### config.mk
export PLATFORM = sky130hd
export DESIGN_NAME = latency_histogram_window
export DESIGN_NICKNAME = d
export VERILOG_FILES = /design/src/rtl/core/lhw_pkg.sv /design/src/rtl/core/lhw_ram.sv /design/src/rtl/core/lhw_bin_search.sv /design/src/rtl/core/latency_histogram_window.sv
export SDC_FILE = /design/constraint.sdc
export NUM_CORES = 2
export LEC_CHECK = 0
export ABC_AREA = 0
export BUFFER_PORTS_ARGS = -buffer_cell sky130_fd_sc_hd__buf_2
export CAP_MARGIN = 20
export CORE_MARGIN = 8
export CORE_UTILIZATION = 40
export DETAILED_ROUTE_END_ITERATION = 12
export PLACE_DENSITY = 0.55
export SYNTH_ARGS = -nofsm -noshare
export SYNTH_HDL_FRONTEND = slang
export SYNTH_SLANG_ARGS = --single-unit
### constraint.sdc
create_clock -name clk -period 4.23 [get_ports clk]
set_input_delay 0.6345 -clock clk [delete_from_list [all_inputs] [get_ports clk]]
set_output_delay 0.6345 -clock clk [all_outputs]
set_load 0.01 [all_outputs]
### src/rtl/core/lhw_pkg.sv
// lhw_pkg: shared types and constants of the latency histogram window block
// beat structs for the sample and report channels, register codes, reset values
// no dependencies
package lhw_pkg;

	localparam int CYCLES_W    = 32;
	localparam int COUNT_W     = 16;
	localparam int TOTAL_W     = 48;
	localparam int SAMPLES_W   = 16;
	localparam int CEILING_W   = 21;
	localparam int SEARCH_W    = CYCLES_W + 1;
	localparam int MAX_WORDS   = 16;
	localparam int STAT_WORDS  = 4;
	localparam int WORD_IDX_W  = 4;
	localparam int PADDR_W     = 3;
	localparam int PDATA_W     = 32;

	localparam logic [SAMPLES_W-1:0] REPORT_SAMPLES_RST = 16'd1024;
	localparam logic [CEILING_W-1:0] FIRST_CEILING_RST  = 21'd64;

	// register index, taken from paddr[2]
	localparam logic REG_REPORT_SAMPLES = 1'b0;
	localparam logic REG_FIRST_CEILING  = 1'b1;

	// statistic word codes
	localparam logic [1:0] WORD_SAMPLES  = 2'd0;
	localparam logic [1:0] WORD_FAILURES = 2'd1;
	localparam logic [1:0] WORD_TOTAL    = 2'd2;
	localparam logic [1:0] WORD_MAXIMUM  = 2'd3;

	typedef struct packed {
		logic                source;
		logic                is_encrypt;
		logic [CYCLES_W-1:0] cycles;
		logic                failed;
	} sample_t;

	typedef struct packed {
		logic                  report_source;
		logic                  report_encrypt;
		logic [WORD_IDX_W-1:0] word_index;
		logic [TOTAL_W-1:0]    word_value;
		logic                  last_word;
	} report_t;

endpackage

### src/rtl/core/lhw_ram.sv
// lhw_ram: generic single write port, single read port ram with registered read
// read data holds while re is low
// no dependencies
module lhw_ram #(
	parameter int WIDTH = 16,
	parameter int DEPTH = 48
) (
	input  logic                     clk,
	input  logic                     we,
	input  logic [$clog2(DEPTH)-1:0] waddr,
	input  logic [WIDTH-1:0]         wdata,
	input  logic                     re,
	input  logic [$clog2(DEPTH)-1:0] raddr,
	output logic [WIDTH-1:0]         rdata
);

	logic [WIDTH-1:0] mem [DEPTH];

	always_ff @(posedge clk) begin
		if (we) begin
			mem[waddr] <= wdata;
		end
		if (re) begin
			rdata <= mem[raddr];
		end
	end

endmodule

### src/rtl/core/lhw_bin_search.sv
// lhw_bin_search: iterative bucket search, one compare and one doubling per cycle
// walks the ceiling up from the first bucket bound until the count fits or the last bucket is reached
// depends on lhw_pkg
module lhw_bin_search #(
	parameter int BINS = 12
) (
	input  logic                         clk,
	input  logic                         arst_n,
	input  logic                         start,
	input  logic [lhw_pkg::CYCLES_W-1:0] cycles,
	input  logic [lhw_pkg::CEILING_W-1:0] ceiling,
	output logic                         done,
	output logic [$clog2(BINS)-1:0]      bin
);

	import lhw_pkg::*;

	localparam int BIN_W = $clog2(BINS);

	logic                busy_q;
	logic [SEARCH_W-1:0] ceil_q;
	logic [CYCLES_W-1:0] cyc_q;
	logic [BIN_W-1:0]    bin_q;
	logic                step;

	assign step = (bin_q != BIN_W'(BINS - 1)) && ({1'b0, cyc_q} > ceil_q);
	assign done = busy_q && !step;
	assign bin  = bin_q;

	always_ff @(posedge clk or negedge arst_n) begin
		if (!arst_n) begin
			busy_q <= 1'b0;
		end else if (start) begin
			busy_q <= 1'b1;
		end else if (done) begin
			busy_q <= 1'b0;
		end
	end

	always_ff @(posedge clk) begin
		if (start) begin
			ceil_q <= SEARCH_W'(ceiling);
			cyc_q  <= cycles;
			bin_q  <= '0;
		end else if (busy_q && step) begin
			bin_q <= bin_q + BIN_W'(1);
			if (!ceil_q[SEARCH_W-1]) begin
				ceil_q <= {ceil_q[SEARCH_W-2:0], 1'b0};
			end
		end
	end

endmodule

### src/rtl/core/latency_histogram_window.sv
// latency_histogram_window: top level, sequencer, window statistics and report drain
// instantiates lhw_bin_search and lhw_ram (bucket counters)
// depends on lhw_pkg
//
// usage:
//  sample channel (sample_valid, sample_stall, sample) carries one measured
//  operation per beat. window = source*2 + (is_encrypt ? 0 : 1); a source at
//  or above SOURCES is taken and dropped. sample_stall stays high while a
//  beat is in work: the bucket search walks up one bucket at a time, and the
//  input stays stalled through the search and the bucket update, so the next
//  sample is taken only after both. the search unit sets the pace.
//  when the window count reaches report_samples, the window drains as
//  min(4+BINS,16) report beats (samples, failures, total, maximum, buckets),
//  and is cleared. report beats sit in an output register; report_stall
//  holds that beat and pauses the drain, samples keep being blocked until
//  the drain ends. after reset the bucket ram is zeroed, one entry a cycle,
//  through all 2*SOURCES*BINS entries with sample_stall high; apb writes are
//  taken always.
//  registers: 0x0 report_samples (reset 1024), 0x4 first_bin_ceiling (reset 64)
module latency_histogram_window #(
	parameter int SOURCES = 2,
	parameter int BINS    = 12
) (
	input  logic                        clk,
	input  logic                        arst_n,
	input  logic                        sample_valid,
	output logic                        sample_stall,
	input  lhw_pkg::sample_t            sample,
	output logic                        report_valid,
	input  logic                        report_stall,
	output lhw_pkg::report_t            report,
	input  logic                        psel,
	input  logic                        penable,
	input  logic                        pwrite,
	input  logic [lhw_pkg::PADDR_W-1:0] paddr,
	input  logic [lhw_pkg::PDATA_W-1:0] pwdata,
	output logic [lhw_pkg::PDATA_W-1:0] prdata,
	output logic                        pready
);

	import lhw_pkg::*;

	localparam int WINDOWS  = 2 * SOURCES;
	localparam int WIN_W    = $clog2(WINDOWS);
	localparam int DEPTH    = WINDOWS * BINS;
	localparam int ADDR_W   = $clog2(DEPTH);
	localparam int BIN_W    = $clog2(BINS);
	localparam int REP_BINS = (BINS < MAX_WORDS - STAT_WORDS) ? BINS : MAX_WORDS - STAT_WORDS;

	localparam logic [2:0] ST_CLEAR    = 3'd0;
	localparam logic [2:0] ST_IDLE     = 3'd1;
	localparam logic [2:0] ST_SEARCH   = 3'd2;
	localparam logic [2:0] ST_BUMP     = 3'd3;
	localparam logic [2:0] ST_RPT_STAT = 3'd4;
	localparam logic [2:0] ST_RPT_RD   = 3'd5;
	localparam logic [2:0] ST_RPT_EMIT = 3'd6;

	logic [2:0]           state_q;
	logic [SAMPLES_W-1:0] report_samples_q;
	logic [CEILING_W-1:0] first_ceiling_q;

	logic [COUNT_W-1:0]  samples_q  [WINDOWS];
	logic [COUNT_W-1:0]  failures_q [WINDOWS];
	logic [TOTAL_W-1:0]  total_q    [WINDOWS];
	logic [CYCLES_W-1:0] maximum_q  [WINDOWS];

	logic [WIN_W-1:0]    win_q;
	logic                src_q;
	logic                enc_q;
	logic                failed_q;
	logic [CYCLES_W-1:0] cycles_q;
	logic [ADDR_W-1:0]   addr_q;
	logic [ADDR_W-1:0]   clr_q;
	logic [BIN_W-1:0]    rb_q;
	logic [1:0]          k_q;

	logic                out_valid_q;
	report_t             out_q;

	logic                accept;
	logic                in_range;
	logic [WIN_W:0]      win_full;
	logic                srch_done;
	logic [BIN_W-1:0]    srch_bin;
	logic [ADDR_W-1:0]   base_addr;
	logic                ram_we;
	logic [ADDR_W-1:0]   ram_waddr;
	logic [COUNT_W-1:0]  ram_wdata;
	logic                ram_re;
	logic [ADDR_W-1:0]   ram_raddr;
	logic [COUNT_W-1:0]  ram_rdata;
	logic [COUNT_W-1:0]  samples_next;
	logic                out_free;
	logic                rpt_emit;
	logic                ld;
	report_t             ld_data;
	logic                cfg_we;

	// configuration port
	assign pready = 1'b1;
	assign cfg_we = psel && penable && pwrite;

	always_ff @(posedge clk or negedge arst_n) begin
		if (!arst_n) begin
			report_samples_q <= REPORT_SAMPLES_RST;
			first_ceiling_q  <= FIRST_CEILING_RST;
		end else if (cfg_we) begin
			unique case (paddr[2])
				REG_REPORT_SAMPLES: report_samples_q <= pwdata[SAMPLES_W-1:0];
				REG_FIRST_CEILING:  first_ceiling_q  <= pwdata[CEILING_W-1:0];
				default: ;
			endcase
		end
	end

	always_comb begin
		unique case (paddr[2])
			REG_REPORT_SAMPLES: prdata = PDATA_W'(report_samples_q);
			REG_FIRST_CEILING:  prdata = PDATA_W'(first_ceiling_q);
			default:            prdata = '0;
		endcase
	end

	// input side
	assign sample_stall = (state_q != ST_IDLE);
	assign accept       = sample_valid && !sample_stall;
	assign in_range     = 32'(sample.source) < SOURCES;
	assign win_full     = {WIN_W'(sample.source), ~sample.is_encrypt};

	lhw_bin_search #(
		.BINS(BINS)
	) u_search (
		.clk    (clk),
		.arst_n (arst_n),
		.start  (accept && in_range),
		.cycles (sample.cycles),
		.ceiling(first_ceiling_q),
		.done   (srch_done),
		.bin    (srch_bin)
	);

	assign base_addr    = ADDR_W'(win_q) * ADDR_W'(BINS);
	assign samples_next = samples_q[win_q] + COUNT_W'(1);

	// output register
	assign out_free = !out_valid_q || !report_stall;
	assign rpt_emit = 32'(rb_q) < REP_BINS;

	always_comb begin
		ld                     = 1'b0;
		ld_data.report_source  = src_q;
		ld_data.report_encrypt = enc_q;
		ld_data.word_index     = WORD_IDX_W'(k_q);
		ld_data.word_value     = '0;
		ld_data.last_word      = 1'b0;
		if (state_q == ST_RPT_STAT) begin
			ld = out_free;
			case (k_q)
				WORD_SAMPLES:  ld_data.word_value = TOTAL_W'(samples_q[win_q]);
				WORD_FAILURES: ld_data.word_value = TOTAL_W'(failures_q[win_q]);
				WORD_TOTAL:    ld_data.word_value = total_q[win_q];
				WORD_MAXIMUM:  ld_data.word_value = TOTAL_W'(maximum_q[win_q]);
				default:       ld_data.word_value = '0;
			endcase
		end else if (state_q == ST_RPT_EMIT) begin
			ld                 = out_free && rpt_emit;
			ld_data.word_index = WORD_IDX_W'(rb_q) + WORD_IDX_W'(STAT_WORDS);
			ld_data.word_value = TOTAL_W'(ram_rdata);
			ld_data.last_word  = (rb_q == BIN_W'(REP_BINS - 1));
		end
	end

	always_ff @(posedge clk or negedge arst_n) begin
		if (!arst_n) begin
			out_valid_q <= 1'b0;
		end else if (ld) begin
			out_valid_q <= 1'b1;
		end else if (!report_stall) begin
			out_valid_q <= 1'b0;
		end
	end

	always_ff @(posedge clk) begin
		if (ld) begin
			out_q <= ld_data;
		end
	end

	assign report_valid = out_valid_q;
	assign report       = out_q;

	// bucket ram
	always_comb begin
		ram_we    = 1'b0;
		ram_waddr = addr_q;
		ram_wdata = '0;
		ram_re    = 1'b0;
		ram_raddr = base_addr + ADDR_W'(rb_q);
		unique case (state_q)
			ST_CLEAR: begin
				ram_we    = 1'b1;
				ram_waddr = clr_q;
			end
			ST_SEARCH: begin
				ram_re    = srch_done;
				ram_raddr = base_addr + ADDR_W'(srch_bin);
			end
			ST_BUMP: begin
				ram_we    = 1'b1;
				ram_wdata = ram_rdata + COUNT_W'(1);
			end
			ST_RPT_RD: begin
				ram_re = 1'b1;
			end
			ST_RPT_EMIT: begin
				ram_we = !rpt_emit || out_free;
			end
			default: ;
		endcase
	end

	lhw_ram #(
		.WIDTH(COUNT_W),
		.DEPTH(DEPTH)
	) u_buckets (
		.clk  (clk),
		.we   (ram_we),
		.waddr(ram_waddr),
		.wdata(ram_wdata),
		.re   (ram_re),
		.raddr(ram_raddr),
		.rdata(ram_rdata)
	);

	// sequencer
	always_ff @(posedge clk or negedge arst_n) begin
		if (!arst_n) begin
			state_q <= ST_CLEAR;
			clr_q   <= '0;
			rb_q    <= '0;
			k_q     <= '0;
		end else begin
			unique case (state_q)
				ST_CLEAR: begin
					clr_q <= clr_q + ADDR_W'(1);
					if (clr_q == ADDR_W'(DEPTH - 1)) begin
						state_q <= ST_IDLE;
					end
				end
				ST_IDLE: begin
					if (accept && in_range) begin
						state_q <= ST_SEARCH;
					end
				end
				ST_SEARCH: begin
					if (srch_done) begin
						state_q <= ST_BUMP;
					end
				end
				ST_BUMP: begin
					k_q  <= '0;
					rb_q <= '0;
					if (32'(samples_next) >= 32'(report_samples_q)) begin
						state_q <= ST_RPT_STAT;
					end else begin
						state_q <= ST_IDLE;
					end
				end
				ST_RPT_STAT: begin
					if (out_free) begin
						k_q <= k_q + 2'd1;
						if (k_q == WORD_MAXIMUM) begin
							state_q <= ST_RPT_RD;
						end
					end
				end
				ST_RPT_RD: begin
					state_q <= ST_RPT_EMIT;
				end
				ST_RPT_EMIT: begin
					if (!rpt_emit || out_free) begin
						rb_q <= rb_q + BIN_W'(1);
						if (rb_q == BIN_W'(BINS - 1)) begin
							state_q <= ST_IDLE;
						end else begin
							state_q <= ST_RPT_RD;
						end
					end
				end
				default: state_q <= ST_IDLE;
			endcase
		end
	end

	// sample capture and read address
	always_ff @(posedge clk) begin
		if (accept) begin
			win_q    <= win_full[WIN_W-1:0];
			src_q    <= sample.source;
			enc_q    <= sample.is_encrypt;
			failed_q <= sample.failed;
			cycles_q <= sample.cycles;
		end
		if (ram_re) begin
			addr_q <= ram_raddr;
		end
	end

	// window statistics
	always_ff @(posedge clk or negedge arst_n) begin
		if (!arst_n) begin
			for (int i = 0; i < WINDOWS; i++) begin
				samples_q[i]  <= '0;
				failures_q[i] <= '0;
				total_q[i]    <= '0;
				maximum_q[i]  <= '0;
			end
		end else if (state_q == ST_BUMP) begin
			samples_q[win_q] <= samples_next;
			if (failed_q) begin
				failures_q[win_q] <= failures_q[win_q] + COUNT_W'(1);
			end
			total_q[win_q] <= total_q[win_q] + TOTAL_W'(cycles_q);
			if (cycles_q > maximum_q[win_q]) begin
				maximum_q[win_q] <= cycles_q;
			end
		end else if (state_q == ST_RPT_EMIT && ram_we && rb_q == BIN_W'(BINS - 1)) begin
			samples_q[win_q]  <= '0;
			failures_q[win_q] <= '0;
			total_q[win_q]    <= '0;
			maximum_q[win_q]  <= '0;
		end
	end

	// checks
	a_search_done_in_search: assert property (@(posedge clk) disable iff (!arst_n)
		srch_done |-> state_q == ST_SEARCH)
		else $error("bucket search finished outside the search state");

	a_bump_next: assert property (@(posedge clk) disable iff (!arst_n)
		state_q == ST_BUMP |=> (state_q == ST_IDLE || state_q == ST_RPT_STAT))
		else $error("bucket update not followed by idle or report");

	a_last_from_bins: assert property (@(posedge clk) disable iff (!arst_n)
		(ld && ld_data.last_word) |-> state_q == ST_RPT_EMIT)
		else $error("last report beat not taken from a bucket");

	a_no_load_when_busy: assert property (@(posedge clk) disable iff (!arst_n)
		ld |-> out_free)
		else $error("report beat loaded over a held beat");

endmodule

# ---- Word-level counts from Yosys, hierarchy flattened
# Memories as Yosys holds them, arrays and structs flattened. A register that Yosys moved wholly into a read port is not among the register bits.
# Cells that the tools add are included.
# Widths: inputs -> output; s select.
dict set report word_totals {
  ff_bits 637
  mem_bits_rw 768
  input_bits 77
  out_inout_bits 90
  n_memories 1
}
# memory depth width rd rd_ports_with_merged_regs wr line
set memory_table {}
lappend memory_table {u_buckets.mem 48 16 1 1 1 lhw_ram.sv:17} ;# logic [WIDTH-1:0] mem [DEPTH];
dict set report op_classes {
  addsub 11
  multipliers 1
  n_lt_le_gt_ge 6
  n_eq_ne 23
  n_mux 66
  bitwise 12
  reduce_logical 35
}
# operator count
set ops {}
lappend ops {{$mux 128} 3}
lappend ops {{$mux 192} 2}
lappend ops {{$mux 64} 5}
lappend ops {{$and 192x192->192} 1}
lappend ops {{$bwmux 192} 1}
lappend ops {{$mux 48} 4}
lappend ops {{$not 192->192} 1}
lappend ops {{$pmux 48 s4} 1}
lappend ops {{$and 128x128->128} 1}
lappend ops {{$and 64x64->64} 2}
lappend ops {{$bwmux 128} 1}
lappend ops {{$bwmux 64} 2}
lappend ops {{$not 128->128} 1}
lappend ops {{$bmux 48 s2} 1}
lappend ops {{$demux 48 s2} 1}
lappend ops {{$mux 16} 6}
lappend ops {{$mux 32} 3}
lappend ops {{$bmux 16 s2} 2}
lappend ops {{$bmux 32 s2} 1}
lappend ops {{$demux 32 s2} 1}
lappend ops {{$not 64->64} 1}
lappend ops {{$pmux 32 s2} 1}
lappend ops {{$mux 51} 1}
lappend ops {{$add 16x1->16 const B} 3}
lappend ops {{other kinds (47)} 108}

# ---- Logic depth before layout (Yosys ltp)
dict set report logic_depth {
  ltp_word 9
  mapped_depth 19
  mapped_depth_nobuf 15
}

# ---- Modules after synthesis
# Synthesis repeated with hierarchy kept, for this count alone.
dict set report unflattened {
  hier_cells 4384
  hier_area_um2 64145.3
}
# mod instances cells_each area_per_inst_um2
set by_module_without_submodules {}
lappend by_module_without_submodules {lhw_ram 1 1490 30401.7}
lappend by_module_without_submodules {latency_histogram_window 1 2625 30382.9}
lappend by_module_without_submodules {lhw_bin_search 1 269 3360.7}

# ---- Least setup slack after synthesis
# No wires, ideal clock.
dict set report synth_path {
  path_type {register to register}
  from {reg win_q[0]}
  to {reg total_q[180] (netlist bit)}
  arrival_ps 4261
  required_time_ps 4099
  path_slack_ps -162
  stages_incl_launch_ff 18
  n_path_buf 7
  cell_sequence {edfxtp_1 > buf_6 > buf_12 > buf_8 > buf_6 > buf_6 > buf_4 > mux4_2 > ha_1 > fa_1 > a211oi_1 > o21ai_0 > a31oi_1 > o21ai_2 > a211oi_4 > buf_4 > nor4_1 > or3_1}
}
dict set report synth_between {
  elab_chain_len 9
  elab_cells_between_ends 15
  classes_between {add/sub: 1; order compare: 2; mux: 8; bitwise: 3; reduce/logical: 1}
}
# element line
set synth_rtl {}
lappend synth_rtl {{start: declaration} latency_histogram_window.sv:67} ;# logic [WIN_W-1:0] win_q;
lappend synth_rtl {{start signal: assignment} latency_histogram_window.sv:298} ;# win_q <= win_full[WIN_W-1:0];
lappend synth_rtl {{$not 2->3 (implied by the code) *} {latency_histogram_window.sv:323, latency_histogram_window.sv:330}}
lappend synth_rtl {{parallel branches: the longest is 7 deep, another holds $add 48x32->48} -}
lappend synth_rtl {{$mux 192 *} latency_histogram_window.sv:318} ;# end else if (state_q == ST_BUMP) begin
lappend synth_rtl {{end signal: indexed assignment} latency_histogram_window.sv:323} ;# total_q[win_q] <= total_q[win_q] + TOTAL_W'(cycles_q);
lappend synth_rtl {{end: declaration} latency_histogram_window.sv:64} ;# logic [TOTAL_W-1:0] total_q [WINDOWS];
# Every way passes the cells marked *. The select of a mux whose other input is x is not followed.
# A chain may end at the register's enable or synchronous reset.

# ---- Final worst setup path
dict set report layout_path {
  from {reg win_q[0]}
  to {reg total_q[25] (netlist bit)}
}
# Same word-level chain as after synthesis.

==> results.md <==
* Run status: finished, final reports clean
* Remaining Overflow, GRT at 0
* Hold_sp: sample[16]
* Post-route antenna net violation count at 0
* Post-synth top flop: edfxtp_1
* Drt pass-1 iters at 5
* EDFF count, synth at 902
* Layout cells sized above 1 at 0.166
* Cell row count at 147
* Worst setup path class: reg2reg
* Cell Chain, Critical Path: buf_12 -> buf_4 -> mux4_2 -> ha_1 -> a211oi_1 -> a31oi_1 -> nand3_1 -> and3_1 -> nor3_1 -> a22o_1
* Worst Hold Path Cells at 1
* CTS tree: done
* # setup viols final at 0
* Die Y at 417 um
* Routed wire per std cell at 23.7 um
* Initial Util at 0.402
* Worst setup EP type: flip-flop
* CTS H-Tree Depth at 4
* Netlist cell types at 89
* Die Wd at 417 um
* Filler cells at 14400
* Final Util at 0.463
* Minimum clock period at 4.01 ns
* Worst Reg-to-Reg Cells at 10
* Final Skew at 0.0330 ns
* Clock transition at path regs at 0.06 ns
* Fin. max-slew vios at 0
* Register area share after synthesis at 0.621
* Yosys warns at 0
* Core box area at 160000 sq um
* Syn avg cell area at 12.2 sq um
* # nets final at 5729
* Synth top area share at 0.421
* Clk buf depth at 3
* Crit Reg-Reg Startpoint: win_q[0]
* Min-Delay Endpoint: cycles_q[15]
* Fin crit share at 0.949
* DR vias/cell at 5.53
* Tot Pwr at 49.1 mW
* Final hold vios at 0
* Max_cap viols at 0
* Biggest area consumer among synthesized cells: edfxtp_1
* First-pass GRT wire length at 277000 um
* Tightest Pin Transition at 1.10 ns
* DP HPWL at 120000 um
* Hold Crit Class: in2reg
* CTS Root Cell: clkbuf_16
* Peak VDD IR at 0.502 mV
* Port bufs at 141
* Number of global-route vias before repair at 42400
* Initial antenna violation count at 2
* Relative slew slack at 0.267
* Area grow syn2layout at 15.2%
* CP max stage delay at 0.60 ns
* Area of the multi-input gates at 22600 sq um
* CP startpoint kind: flip-flop
* Vias at 43100
* RSZ-0062 raised after global routing: no
* Maximum net fanout on the critical path at 25
* Final setup TNS at 0 ns
* PwrDens at 662 nW/um^2
* RR Endpoint: total_q[25]
* DIE AREA at 174000 sq um
* Flop2flop setup slack at 0.22 ns
* Placer congestion estimate at 0.884
* Required time worst endpoint at 4.95 ns
* I/O pin cnt at 167
* Reg area at 40000 sq um
* DR iter-0 viols at 3883
* Arrival time of the worst setup path at 4.73 ns
* Post-route DRC at 0
* F_max at 0.249 GHz
* Slowest cell on crit path: a31oi_1
* Post-synth ARST share at 0.354
* Post-synthesis cell count at 5282
* Overall Global Routing Usage at 0.208
* Synth top area cells: edfxtp_1 (42%), dfrtp_1 (19%), nand2_1 (6.3%)
* Detailed Route WL at 185000 um
* Yosys reg bits at 1420
* TritonCTS buffer count at 157
* Largest net degree at the start of global routing at 143
* Cell area after synthesis at 64300 sq um
* Clk_lat worst skew at 0.81 ns
* Sink Count at 1420
* Leak at 28.9 nW
## cells by family (layout without fill, tap and decap cells)
family,Yosys count,in the layout,share of synthesized area
buffers and inverters,462,811,0.0334
other,2,15,0.000117
flip-flops,1420,1420,0.621
AND/OR/NAND/NOR,2066,2066,0.145
adder cells (fa/ha/maj),133,133,0.0261
XOR/XNOR,77,77,0.0106
multiplexers,379,379,0.0848
AO/OA/AOI/OAI,743,743,0.0783
## how the worst max path moves through the flow
| stage | start | to | slack, ns | depth (start not counted) |
|---|---|---|---|---|
| 6_report | win_q[0] | total_q[25] | 0.22 | 10 |
| 5_1_grt | win_q[0] | total_q[114] | 0.0001 | 13 |
| 2_1_floorplan | win_q[0] | maximum_q[126] | 0.005 | 18 |
| 3_5_place_dp | win_q[0] | total_q[91] | 0.23 | 12 |
| 4_1_cts | win_q[0] | total_q[91] | 0.22 | 12 |
| 3_3_place_gp | win_q[0] | total_q[123] | 0.23 | 12 |
## critical path: cells and delay by family, from the launching register on
| kind | cells | cell delay (ns) |
|---|---|---|
| buffers and inverters | 2 | 0.48 |
| AOI/OAI and AO/OA | 3 | 0.94 |
| muxes | 1 | 0.52 |
| and+or+nand+nor | 3 | 1.09 |
| adders and majority gates | 1 | 0.43 |
| DFF | 1 | 0.46 |
## cells in the final DEF (no fill, tap or decap), types with 35 or more instances in the layout
master,netlist,layout
and2_1,60,54
inv_1,121,121
edfxtp_1,902,902
o31ai_1,46,46
mux2i_1,69,68
nand2_1,1079,1079
mux2_2,162,162
clkbuf_1,179,50
clkbuf_16,0,160
a22o_1,125,125
nand3_1,571,571
and4_1,50,50
nor2_1,143,127
dfrtp_1,500,500
buf_12,2,42
buf_4,37,189
a21oi_1,119,117
mux2_1,35,35
mux4_2,111,111
buf_2,65,140
o21ai_0,212,209
ha_1,131,130
xnor2_1,37,36
xor2_1,39,38
## flip-flops by register name, summed over array words and instances, names as in the netlist
| name | cells |
|---|---|
| report_samples_q | 16 |
| failures_q | 64 |
| clr_q | 6 |
| u_buckets.mem | 768 |
| failed_q | 1 |
| report | 55 |
| u_buckets.rdata | 16 |
| u_search.busy_q | 1 |
| u_search.ceil_q | 33 |
| win_q | 2 |
| addr_q | 6 |
| samples_q | 64 |
| maximum_q | 128 |
| report_valid | 1 |
| rb_q | 4 |
| cycles_q | 32 |
| k_q | 2 |
| enc_q | 1 |
| u_search.bin | 4 |
| first_ceiling_q | 21 |
| total_q | 192 |
| state_q | 3 |
## power breakdown
group / switching, mW / internal, mW / total [mW]
Clock: 5.70 / 7.84 / 13.5
Combinational: 10.5 / 5.97 / 16.5
Sequential: 1.27 / 17.8 / 19.0
Total: 17.5 / 31.6 / 49.1
## stage by stage
step / area, sq um / hold slack (ns) / worst slack, ns / cells
after floorplan: 64400 / 0.339 / 0.00511 / 5292
after global placement: 68700 / 0.415 / 0.235 / 7485
after detailed placement: 68700 / 0.407 / 0.227 / 7485
after CTS: 74100 / 0.0191 / 0.222 / 7800
after global routing: 74100 / 0.0495 / 0.000117 / 7801
final: 74100 / 0.0808 / 0.216 / 7804
## metal layers
| metal | part of all wire | track usage | vias up | routed length [um] |
|---|---|---|---|---|
| met4 | 0.048 | 0.0944 | 4 | 8930 |
| met3 | 0.045 | 0.0267 | 357 | 8390 |
| met2 | 0.49 | 0.349 | 1184 | 90700 |
| li1 | - | - | 19800 | - |
| met1 | 0.42 | 0.270 | 21800 | 77000 |
| met5 | 0.00017 | 0 | - | 31 |
## layout make-up
class | count | share of cell area
Antenna cell | 3 | 0.000101
Clock inverter | 63 | 0.0107
Tap cell | 2160 | 0.0365
Timing Repair Buffer | 406 | 0.0447
Inverter | 124 | 0.00646
Sequential cell | 1420 | 0.539
Multi-Input combinational cell | 3410 | 0.304
Clock buffer | 218 | 0.0580
## Yosys cell counts (17+ instances only)
| cell type | instances |
|---|---|
| o221ai_1 | 17 |
| buf_2 | 65 |
| inv_1 | 121 |
| a21o_1 | 28 |
| o21ai_1 | 22 |
| and2_1 | 60 |
| a21oi_1 | 119 |
| ha_1 | 131 |
| and3_1 | 32 |
| o21ai_0 | 212 |
| nor2_1 | 143 |
| o211ai_1 | 20 |
| mux2_2 | 162 |
| edfxtp_1 | 902 |
| nand2_1 | 1079 |
| nand4_1 | 27 |
| buf_4 | 37 |
| a32oi_1 | 24 |
| xor2_1 | 39 |
| clkbuf_1 | 179 |
| mux4_2 | 111 |
| a22o_1 | 125 |
| mux2i_1 | 69 |
| a22oi_1 | 20 |
| mux2_1 | 35 |
| nand3_1 | 571 |
| dfrtp_1 | 500 |
| xnor2_1 | 37 |
| buf_6 | 20 |
| o31ai_1 | 46 |
| buf_1 | 34 |
| and4_1 | 50 |
## repair_timing
action                     in CTS  in global routing
setup endpoints to repair       0                 12
setup buffers                   0                  1
hold endpoints to repair      106                  0
hold buffers                   34                  0
gates resized for setup         0                  4
Note: power is estimated with default switching activity, not from simulation.
